==> config.mk <==
export PLATFORM = sky130hd
export DESIGN_NAME = brace_frame_receiver_validator
export DESIGN_NICKNAME = d
export VERILOG_FILES = /design/src/design/bfrv_pkg.sv /design/src/design/brace_frame_receiver_validator.sv /design/src/design/bfrv_front.sv /design/src/design/bfrv_queue.sv /design/src/design/bfrv_back.sv
export SDC_FILE = /design/constraint.sdc
export NUM_CORES = 1
export LEC_CHECK = 0
export ABC_AREA = 1
export BUFFER_PORTS_ARGS = -buffer_cell sky130_fd_sc_hd__buf_2
export CORE_UTILIZATION = 31
export DETAILED_ROUTE_END_ITERATION = 7
export SYNTH_ARGS = -nofsm -noshare
export SYNTH_HDL_FRONTEND = slang
export SYNTH_SLANG_ARGS = --single-unit
==> constraint.sdc <==
create_clock -name clock -period 2.3 [get_ports clock]
set_input_delay 0.115 -clock clock [delete_from_list [all_inputs] [get_ports clock]]
set_output_delay 0.115 -clock clock [all_outputs]
set_load 0.005 [all_outputs]
==> src/design/bfrv_pkg.sv <==
// Package for the brace frame receiver and validator.
// Holds item classes, status and register codes, key tables and shared types.
// No dependencies.
package bfrv_pkg;

   localparam int BYTE_W      = 8;
   localparam int LEN_W       = 10;
   localparam int STATUS_W    = 2;
   localparam int CSR_INDEX_W = 1;
   localparam int KEY_COUNT   = 4;
   localparam int KEY_IDX_W   = 2;
   localparam int PROG_W      = 3;
   localparam int QUEUE_DEPTH = 2;

   localparam logic [LEN_W-1:0] MIN_LEN_RESET = 10'd150;
   localparam logic [LEN_W-1:0] MAX_LEN_RESET = 10'd350;
   localparam logic [LEN_W-1:0] LEN_HARD_CAP  = 10'd1022;

   localparam logic [BYTE_W-1:0] CHAR_LOW   = 8'd32;
   localparam logic [BYTE_W-1:0] CHAR_HIGH  = 8'd126;
   localparam logic [BYTE_W-1:0] CHAR_OPEN  = 8'h7B;
   localparam logic [BYTE_W-1:0] CHAR_CLOSE = 8'h7D;
   localparam logic [BYTE_W-1:0] CHAR_QUOTE = 8'h22;

   localparam logic [CSR_INDEX_W-1:0] CSR_MIN_LEN = 1'd0;
   localparam logic [CSR_INDEX_W-1:0] CSR_MAX_LEN = 1'd1;

   localparam logic [STATUS_W-1:0] STATUS_OK        = 2'd0;
   localparam logic [STATUS_W-1:0] STATUS_SHORT     = 2'd1;
   localparam logic [STATUS_W-1:0] STATUS_NO_OPEN   = 2'd2;
   localparam logic [STATUS_W-1:0] STATUS_MISS_KEY  = 2'd3;

   typedef enum logic [1:0] {
      CLS_BAD     = 2'd0,
      CLS_OPEN    = 2'd1,
      CLS_CLOSE   = 2'd2,
      CLS_CONTENT = 2'd3
   } cls_type;

   typedef struct packed {
      cls_type             cls;
      logic [BYTE_W-1:0]   data;
   } item_type;

   function automatic logic [PROG_W:0] key_len(input logic [KEY_IDX_W-1:0] k);
      case (k)
         2'd0:    key_len = 4'd6;
         2'd1:    key_len = 4'd5;
         2'd2:    key_len = 4'd6;
         default: key_len = 4'd8;
      endcase
   endfunction

   function automatic logic [BYTE_W-1:0] key_char(input logic [KEY_IDX_W-1:0] k,
                                                  input logic [PROG_W-1:0] p);
      logic [BYTE_W-1:0] c;
      c = CHAR_QUOTE;
      case (k)
         2'd0: begin
            case (p)
               3'd1:    c = "t";
               3'd2:    c = "e";
               3'd3:    c = "m";
               3'd4:    c = "p";
               default: c = CHAR_QUOTE;
            endcase
         end
         2'd1: begin
            case (p)
               3'd1:    c = "h";
               3'd2:    c = "u";
               3'd3:    c = "m";
               default: c = CHAR_QUOTE;
            endcase
         end
         2'd2: begin
            case (p)
               3'd1:    c = "p";
               3'd2:    c = "r";
               3'd3:    c = "e";
               3'd4:    c = "s";
               default: c = CHAR_QUOTE;
            endcase
         end
         default: begin
            case (p)
               3'd1:    c = "u";
               3'd2:    c = "p";
               3'd3:    c = "t";
               3'd4:    c = "i";
               3'd5:    c = "m";
               3'd6:    c = "e";
               default: c = CHAR_QUOTE;
            endcase
         end
      endcase
      key_char = c;
   endfunction

endpackage

==> src/design/brace_frame_receiver_validator.sv <==
// Channel   Direction  Ports                                       Moves
// req       in         req_valid/req_ready, req_rx_byte            one received byte
// rsp       out        rsp_valid/rsp_ready, length/status/valid    one closed frame result
// csr       in         csr_valid/csr_ready, csr_index, csr_wdata   min_len or max_len write
//
// One byte transaction per cycle while the queue has room; a '}' passes the queue, then its result is registered.
// The queue between classifier and back end holds QUEUE_DEPTH items; the result
// register frees in the cycle rsp_ready is seen, so a stalled rsp holds the back end only
// at a closing byte, and the input stalls once the queue fills behind it.
// Synchronous active-high reset: min_len 150, max_len 350, no frame open, queue empty.
// Top level: ties front end, item queue and back end. Depends on bfrv_pkg.
module brace_frame_receiver_validator #(
   parameter int QUEUE_DEPTH = bfrv_pkg::QUEUE_DEPTH
) (
   input  logic                               clock,
   input  logic                               reset,
   input  logic                               req_valid,
   output logic                               req_ready,
   input  logic [bfrv_pkg::BYTE_W-1:0]        req_rx_byte,
   output logic                               rsp_valid,
   input  logic                               rsp_ready,
   output logic [bfrv_pkg::LEN_W-1:0]         rsp_frame_length,
   output logic [bfrv_pkg::STATUS_W-1:0]      rsp_status,
   output logic                               rsp_frame_valid,
   input  logic                               csr_valid,
   output logic                               csr_ready,
   input  logic [bfrv_pkg::CSR_INDEX_W-1:0]   csr_index,
   input  logic [bfrv_pkg::LEN_W-1:0]         csr_wdata
);

   logic               push_valid, push_ready;
   bfrv_pkg::item_type push_item;
   logic               pop_valid, pop_ready;
   bfrv_pkg::item_type pop_item;

   bfrv_front u_front (
      .req_valid   (req_valid),
      .req_ready   (req_ready),
      .req_rx_byte (req_rx_byte),
      .push_valid  (push_valid),
      .push_ready  (push_ready),
      .push_item   (push_item)
   );

   bfrv_queue #(.DEPTH(QUEUE_DEPTH)) u_queue (
      .clock      (clock),
      .reset      (reset),
      .push_valid (push_valid),
      .push_ready (push_ready),
      .push_item  (push_item),
      .pop_valid  (pop_valid),
      .pop_ready  (pop_ready),
      .pop_item   (pop_item)
   );

   bfrv_back u_back (
      .clock            (clock),
      .reset            (reset),
      .pop_valid        (pop_valid),
      .pop_ready        (pop_ready),
      .pop_item         (pop_item),
      .csr_valid        (csr_valid),
      .csr_ready        (csr_ready),
      .csr_index        (csr_index),
      .csr_wdata        (csr_wdata),
      .rsp_valid        (rsp_valid),
      .rsp_ready        (rsp_ready),
      .rsp_frame_length (rsp_frame_length),
      .rsp_status       (rsp_status),
      .rsp_frame_valid  (rsp_frame_valid)
   );

endmodule

==> src/design/bfrv_front.sv <==
// Front end: accepts received bytes and classifies them.
// Depends on bfrv_pkg.
module bfrv_front (
   input  logic                         req_valid,
   output logic                         req_ready,
   input  logic [bfrv_pkg::BYTE_W-1:0]  req_rx_byte,
   output logic                         push_valid,
   input  logic                         push_ready,
   output bfrv_pkg::item_type           push_item
);

   always_comb begin
      push_item.data = req_rx_byte;
      if (req_rx_byte < bfrv_pkg::CHAR_LOW || req_rx_byte > bfrv_pkg::CHAR_HIGH) begin
         push_item.cls = bfrv_pkg::CLS_BAD;
      end else if (req_rx_byte == bfrv_pkg::CHAR_OPEN) begin
         push_item.cls = bfrv_pkg::CLS_OPEN;
      end else if (req_rx_byte == bfrv_pkg::CHAR_CLOSE) begin
         push_item.cls = bfrv_pkg::CLS_CLOSE;
      end else begin
         push_item.cls = bfrv_pkg::CLS_CONTENT;
      end
   end

   assign push_valid = req_valid;
   assign req_ready  = push_ready;

endmodule

==> src/design/bfrv_queue.sv <==
// Short queue of classified items between front and back end.
// Depends on bfrv_pkg.
module bfrv_queue #(
   parameter int DEPTH = bfrv_pkg::QUEUE_DEPTH
) (
   input  logic               clock,
   input  logic               reset,
   input  logic               push_valid,
   output logic               push_ready,
   input  bfrv_pkg::item_type push_item,
   output logic               pop_valid,
   input  logic               pop_ready,
   output bfrv_pkg::item_type pop_item
);

   localparam int PTR_W = (DEPTH > 1) ? $clog2(DEPTH) : 1;
   localparam int CNT_W = $clog2(DEPTH + 1);

   bfrv_pkg::item_type entry_ff [DEPTH];
   logic [PTR_W-1:0]   wptr_ff, wptr_in;
   logic [PTR_W-1:0]   rptr_ff, rptr_in;
   logic [CNT_W-1:0]   count_ff, count_in;
   logic               do_push, do_pop;

   assign push_ready = (count_ff != CNT_W'(DEPTH));
   assign pop_valid  = (count_ff != '0);
   assign pop_item   = entry_ff[rptr_ff];
   assign do_push    = push_valid && push_ready;
   assign do_pop     = pop_valid && pop_ready;

   always_comb begin
      wptr_in  = wptr_ff;
      rptr_in  = rptr_ff;
      count_in = count_ff;
      if (do_push) begin
         wptr_in = (wptr_ff == PTR_W'(DEPTH - 1)) ? '0 : wptr_ff + PTR_W'(1);
      end
      if (do_pop) begin
         rptr_in = (rptr_ff == PTR_W'(DEPTH - 1)) ? '0 : rptr_ff + PTR_W'(1);
      end
      if (do_push && !do_pop) begin
         count_in = count_ff + CNT_W'(1);
      end else if (!do_push && do_pop) begin
         count_in = count_ff - CNT_W'(1);
      end
   end

   always_ff @(posedge clock) begin
      if (reset) begin
         wptr_ff  <= '0;
         rptr_ff  <= '0;
         count_ff <= '0;
      end else begin
         wptr_ff  <= wptr_in;
         rptr_ff  <= rptr_in;
         count_ff <= count_in;
      end
   end

   always_ff @(posedge clock) begin
      if (do_push) begin
         entry_ff[wptr_ff] <= push_item;
      end
   end

endmodule

==> src/design/bfrv_back.sv <==
// Back end: frame length tracking, key matchers, status and result register.
// Also holds the min_len and max_len registers. Depends on bfrv_pkg.
module bfrv_back (
   input  logic                               clock,
   input  logic                               reset,
   input  logic                               pop_valid,
   output logic                               pop_ready,
   input  bfrv_pkg::item_type                 pop_item,
   input  logic                               csr_valid,
   output logic                               csr_ready,
   input  logic [bfrv_pkg::CSR_INDEX_W-1:0]   csr_index,
   input  logic [bfrv_pkg::LEN_W-1:0]         csr_wdata,
   output logic                               rsp_valid,
   input  logic                               rsp_ready,
   output logic [bfrv_pkg::LEN_W-1:0]         rsp_frame_length,
   output logic [bfrv_pkg::STATUS_W-1:0]      rsp_status,
   output logic                               rsp_frame_valid
);

   localparam int LW = bfrv_pkg::LEN_W;
   localparam int KC = bfrv_pkg::KEY_COUNT;
   localparam int PW = bfrv_pkg::PROG_W;

   logic [LW-1:0] min_len_ff, max_len_ff;
   logic [LW-1:0] open_length_ff, open_length_in;
   logic [PW-1:0] prog_ff [KC];
   logic [PW-1:0] prog_in [KC];
   logic [PW-1:0] feed_prog [KC];
   logic [KC-1:0] found_ff, found_in, feed_found;

   logic                          rsp_valid_ff, rsp_valid_in;
   logic [LW-1:0]                 rsp_len_ff, rsp_len_in;
   logic [bfrv_pkg::STATUS_W-1:0] rsp_status_ff, rsp_status_in;

   logic          do_pop, is_close;
   logic [LW-1:0] close_len;

   assign is_close  = (pop_item.cls == bfrv_pkg::CLS_CLOSE);
   assign pop_ready = !is_close || !rsp_valid_ff || rsp_ready;
   assign do_pop    = pop_valid && pop_ready;
   assign csr_ready = 1'b1;
   assign close_len = open_length_ff + LW'(1);

   always_comb begin
      logic [PW:0]   p;
      logic [PW:0]   klen;
      for (int k = 0; k < KC; k++) begin
         klen = bfrv_pkg::key_len(bfrv_pkg::KEY_IDX_W'(k));
         p    = {1'b0, prog_ff[k]};
         feed_found[k] = found_ff[k];
         if (p >= klen) begin
            p = '0;
         end
         if (bfrv_pkg::key_char(bfrv_pkg::KEY_IDX_W'(k), p[PW-1:0]) == pop_item.data) begin
            p = p + (PW+1)'(1);
            if (p == klen) begin
               feed_found[k] = 1'b1;
               p = '0;
            end
         end else begin
            p = (pop_item.data == bfrv_pkg::CHAR_QUOTE) ? (PW+1)'(1) : '0;
         end
         feed_prog[k] = p[PW-1:0];
      end
   end

   always_comb begin
      open_length_in = open_length_ff;
      prog_in        = prog_ff;
      found_in       = found_ff;
      rsp_valid_in   = rsp_valid_ff && !rsp_ready;
      rsp_len_in     = rsp_len_ff;
      rsp_status_in  = rsp_status_ff;
      if (do_pop) begin
         case (pop_item.cls)
            bfrv_pkg::CLS_BAD: begin
               open_length_in = '0;
               prog_in        = '{default: '0};
               found_in       = '0;
            end
            bfrv_pkg::CLS_OPEN: begin
               open_length_in = LW'(1);
               prog_in        = '{default: '0};
               found_in       = '0;
            end
            bfrv_pkg::CLS_CLOSE: begin
               rsp_valid_in = 1'b1;
               rsp_len_in   = close_len;
               if (close_len < min_len_ff) begin
                  rsp_status_in = bfrv_pkg::STATUS_SHORT;
               end else if (open_length_ff == '0) begin
                  rsp_status_in = bfrv_pkg::STATUS_NO_OPEN;
               end else if (!(&found_ff)) begin
                  rsp_status_in = bfrv_pkg::STATUS_MISS_KEY;
               end else begin
                  rsp_status_in = bfrv_pkg::STATUS_OK;
               end
               open_length_in = '0;
               prog_in        = '{default: '0};
               found_in       = '0;
            end
            default: begin
               if (open_length_ff != '0) begin
                  if (open_length_ff > max_len_ff ||
                      open_length_ff >= bfrv_pkg::LEN_HARD_CAP) begin
                     open_length_in = '0;
                     prog_in        = '{default: '0};
                     found_in       = '0;
                  end else begin
                     open_length_in = open_length_ff + LW'(1);
                     prog_in        = feed_prog;
                     found_in       = feed_found;
                  end
               end
            end
         endcase
      end
   end

   always_ff @(posedge clock) begin
      if (reset) begin
         min_len_ff     <= bfrv_pkg::MIN_LEN_RESET;
         max_len_ff     <= bfrv_pkg::MAX_LEN_RESET;
         open_length_ff <= '0;
         prog_ff        <= '{default: '0};
         found_ff       <= '0;
         rsp_valid_ff   <= 1'b0;
      end else begin
         if (csr_valid && csr_ready) begin
            case (csr_index)
               bfrv_pkg::CSR_MIN_LEN: min_len_ff <= csr_wdata;
               bfrv_pkg::CSR_MAX_LEN: max_len_ff <= csr_wdata;
               default: ;
            endcase
         end
         open_length_ff <= open_length_in;
         prog_ff        <= prog_in;
         found_ff       <= found_in;
         rsp_valid_ff   <= rsp_valid_in;
      end
   end

   always_ff @(posedge clock) begin
      rsp_len_ff    <= rsp_len_in;
      rsp_status_ff <= rsp_status_in;
   end

   assign rsp_valid        = rsp_valid_ff;
   assign rsp_frame_length = rsp_len_ff;
   assign rsp_status       = rsp_status_ff;
   assign rsp_frame_valid  = (rsp_status_ff == bfrv_pkg::STATUS_OK);

   a_len_cap: assert property (@(posedge clock) disable iff (reset)
      open_length_ff <= bfrv_pkg::LEN_HARD_CAP)
      else $error("open frame length beyond hard cap");

   a_close_slot: assert property (@(posedge clock) disable iff (reset)
      (pop_valid && do_pop && is_close) |-> (!rsp_valid_ff || rsp_ready))
      else $error("close transaction taken while result slot is occupied");

   a_open_restart: assert property (@(posedge clock) disable iff (reset)
      (do_pop && pop_item.cls == bfrv_pkg::CLS_OPEN) |=>
         (open_length_ff == LW'(1) && found_ff == '0))
      else $error("opening brace did not restart the frame");

   a_close_ends: assert property (@(posedge clock) disable iff (reset)
      (do_pop && is_close) |=> (rsp_valid_ff && open_length_ff == '0 && found_ff == '0))
      else $error("closing brace did not end the frame");

   a_no_open_len: assert property (@(posedge clock) disable iff (reset)
      (rsp_valid_ff && rsp_status_ff == bfrv_pkg::STATUS_NO_OPEN) |-> (rsp_len_ff == LW'(1)))
      else $error("lone closing brace with length other than one");

endmodule
==> impl_results.md <==
* Die area at 16300 um^2
* CP cell instances: buf_4 -> ha_1 -> nand3_1 -> nor2_1 -> xor2_2 -> ha_1 -> nand2_1 -> nor2_1 -> nand3b_1 -> o2111ai_1 -> o21ai_0 -> inv_1
* Max cap viols at 0
* DRC Markers at 0
* P_leak at 2.57 nW
* RSZ-0062 raised after global routing: true
* Std-Cell Rows at 45
* Final Max Tran Viols at 0
* Layout cells sized above 1 at 17.0%
* First-pass GRT wire length at 18500 um
* Initial antenna violation count at 0
* Critical path type: reg2reg
* Routed wire length at 11000 um
* Worst-case clock buffer depth at 2
* Worst VDD drop at 0.598 mV
* Dpl cells at 880
* Worst-Margin Slew at 0.701 ns
* Sequential element share of the synthesized area at 41.0%
* Drt wl/cell at 12.2 um
* GP Congestion at 0.816
* Ports at 40
* Post-Syn Area at 4880 um^2
* Number of enable flip-flop cells after synthesis at 32
* Via count at 4083
* Hold Path End: u_back.min_len_ff[7]
* Overflow after GRT at 0
* Final worst-path cycle share at 94.1%
* Largest cells by area after synthesis: dfxtp_1 21%, edfxtp_1 20%, nand2_1 12%
* Xor and xnor fraction of the mapped netlist area at 2.51%
* Yosys Warn Count at 0
* Yosys reg bits at 84
* Top cell type by total area after synthesis: dfxtp_1
* Count leader, synth: nand2_1
* CTS HTree Levels at 3
* Main combinational cell family by area after synthesis: simple AND/OR/NAND/NOR gates
* Hold Fails Final Rpt at 0
* Reg-to-Reg End: u_back.rsp_status[1]
* Critical Path Source Type: flip-flop
* Post-Synthesis Cells at 622
* R2r startpoint: u_back.open_length_ff[1]
* Vias in the first global route at 3750
* Initial Utilization at 31.9%
* Setup_tns at 0 ns
* Post-synthesis simple-gate area fraction at 24.8%
* Setup crit end kind: flip-flop
* Mapped Nets at 684
* CTS buffer count at 9
* Area Overhead vs Synth at 19.0%
* Die height at 128 um
* FF-to-FF path depth at 12
* Post CTS Setup Buffer Count at 0
* Status: finished, final reports clean
* Asr flop ratio synth at 0%
* Hold/Removal Path Class: in2reg
* Root Driver: clkbuf_16
* CTS sink count at 84
* Pre-CTS setup slack at 0.0614 ns
* Hold path depth at 3
* DRT Pass-1 Iters at 5
* Synth Area per Inst at 7.85 um^2
* Fin util at 38.0%
* Worst-Skew Late Latency at 0.34 ns
* Library cells used by synthesis at 38
* Post-Synth Adder-Cell Area at 9.74%
* TritonCTS clock tree: built
* Post-layout min period at 2.17 ns
* Slew HR at 53.2%
* Commonest cells in the netlist: 153 x nand2_1, 86 x inv_1, 52 x dfxtp_1
* CTS clk-pin slew, worst paths at 0.06 ns
* CP arrival at 2.26 ns
* Hold Crit Start: csr_wdata[7]
* CP required at 2.40 ns
* Gr usage total at 14.4%
* Number of DRC markers in iteration 0 at 230
* Via density per instance at 4.52
* Diode count at 0
* # nets final at 750
* Reg2Reg Setup Slack at 0.13 ns
* ANT nets after route at 0
* Multiplexer share of the synthesized area at 0%
* DPL Wire Length at 8430 um
* Fmax at 462 MHz
* Chip width at 128 um
* Largest net degree at the start of global routing at 27
* Power Total at 4.81 mW
* Fillers at 1614
* Primary FF master, synth: dfxtp_1
* I/O Buffers at 38
* Worst path slowest cell: dfxtp_1
* PD cells at 827 nW/um^2
* Area share of the largest cell type after synthesis at 21.3%
* CP max stage delay at 0.32 ns
* Final worst slack at 0.135 ns
* Fin cells at 904
* Critical Path Fanout Max at 5
* Final Setup Violations at 0
* Post-synthesis compound-gate area fraction at 12.9%
* Placeable Area at 15300 um^2
* Clk_skew at 0.00662 ns
[repair_timing]
| item | CTS | global route |
|---|---|---|
| resized for setup | 0 | 6 |
| endpoints found under the setup margin | 0 | 7 |
| hold buffers | 8 | 0 |
| hold endpoints to repair | 16 | 0 |
[layout by cell type, fill, tap and decap left out, types with 5 or more instances in the layout]
| master | Yosys | layout |
|---|---|---|
| nand2_2 | 8 | 8 |
| buf_2 | 0 | 38 |
| nand2_4 | 5 | 5 |
| clkbuf_16 | 0 | 9 |
| nor3_1 | 7 | 5 |
| inv_1 | 86 | 86 |
| ha_1 | 38 | 38 |
| nand2_1 | 153 | 153 |
| o211ai_1 | 12 | 12 |
| a21oi_2 | 9 | 9 |
| o21ai_0 | 27 | 26 |
| xor2_1 | 10 | 9 |
| edfxtp_1 | 32 | 32 |
| a21oi_1 | 44 | 44 |
| nor2_1 | 49 | 48 |
| buf_4 | 1 | 21 |
| dfxtp_1 | 52 | 52 |
| dlygate4sd3_1 | 0 | 8 |
| nand4_1 | 8 | 8 |
| nand3_1 | 38 | 37 |
[metrics by stage]
stage / area [um^2] / hold WS [ns]
2_1_floorplan: 4880 / 0.177
3_3_place_gp: 5420 / 0.320
3_5_place_dp: 5420 / 0.320
6_report: 5810 / 0.0102
4_1_cts: 5790 / 0.00242
5_1_grt: 5810 / 0.00710
[cells by family (layout without fill, tap and decap cells)]
| logic type | Yosys count | in the layout |
|---|---|---|
| other cells | 1 | 1 |
| flops | 84 | 84 |
| buf+inv | 104 | 175 |
| compound gates | 105 | 105 |
| simple gates | 276 | 276 |
| xor+xnor | 14 | 14 |
| fa+ha+maj | 38 | 38 |
[where the power goes]
part / leakage [nW] / internal (mW) / switching (mW)
Sequential: 0.720 / 1.74 / 0.0567
Combinational: 1.71 / 0.545 / 1.09
Clock: 0.144 / 0.771 / 0.607
Total: 2.57 / 3.06 / 1.75
[flip-flops by register name (all words and copies together) (netlist names), named ones only]
| register | flops |
|---|---|
| u_back.found_ff | 4 |
| u_queue.count_ff | 2 |
| u_queue.rptr_ff | 1 |
| u_queue.entry_ff | 20 |
| u_back.min_len_ff | 10 |
| u_back.max_len_ff | 10 |
| u_back.rsp_frame_length | 10 |
| u_back.rsp_status | 2 |
| u_queue.wptr_ff | 1 |
| u_back.open_length_ff | 10 |
| u_back.prog_ff | 12 |
| u_back.rsp_valid | 1 |
[worst max-delay path by stage]
| stage | start | end | slack (ns) | cells past startpoint |
|---|---|---|---|---|
| 3_5_place_dp | u_back.open_length_ff[0] | u_back.rsp_status[1] | 0.06 | 13 |
| 3_3_place_gp | u_back.open_length_ff[0] | u_back.rsp_status[1] | 0.09 | 13 |
| 5_1_grt | u_back.open_length_ff[0] | u_back.rsp_status[1] | -0.08 | 12 |
| 6_report | u_back.open_length_ff[1] | u_back.rsp_status[1] | 0.13 | 12 |
| 2_1_floorplan | u_back.open_length_ff[0] | u_back.rsp_status[1] | 0.13 | 13 |
| 4_1_cts | u_back.open_length_ff[0] | u_back.rsp_status[1] | 0.05 | 13 |
[cell type report]
class | instances | area (um^2) | area share [%]
Tap cell | 211 | 264 | 4.54
Timing Repair Buffer | 68 | 448 | 7.71
Multi-Input combinational cell | 434 | 2470 | 42.5
Sequential cell | 84 | 2000 | 34.4
Inverter | 91 | 344 | 5.92
Clock inverter | 6 | 45.0 | 0.775
Clock buffer | 10 | 239 | 4.11
[worst max-delay path: cells and delay by family, from the launching register on]
family                     cells  cell delay [ns]
adders and majority gates      2             0.45
DFF                            1             0.32
xor gates and xnor gates       1             0.22
buffers and inverters          2             0.18
AOI/OAI and AO/OA              2             0.22
and+or+nand+nor                5             0.51
[routing by layer]
metal	global-route usage [%]	wire length (um)	vias up
met4	4.41	139	0
li1	-	-	2158
met5	0	0	-
met1	20.0	5640	1836
met2	22.6	4900	76
met3	2.68	342	13
No activity file was read; power rests on OpenSTA's default activity.
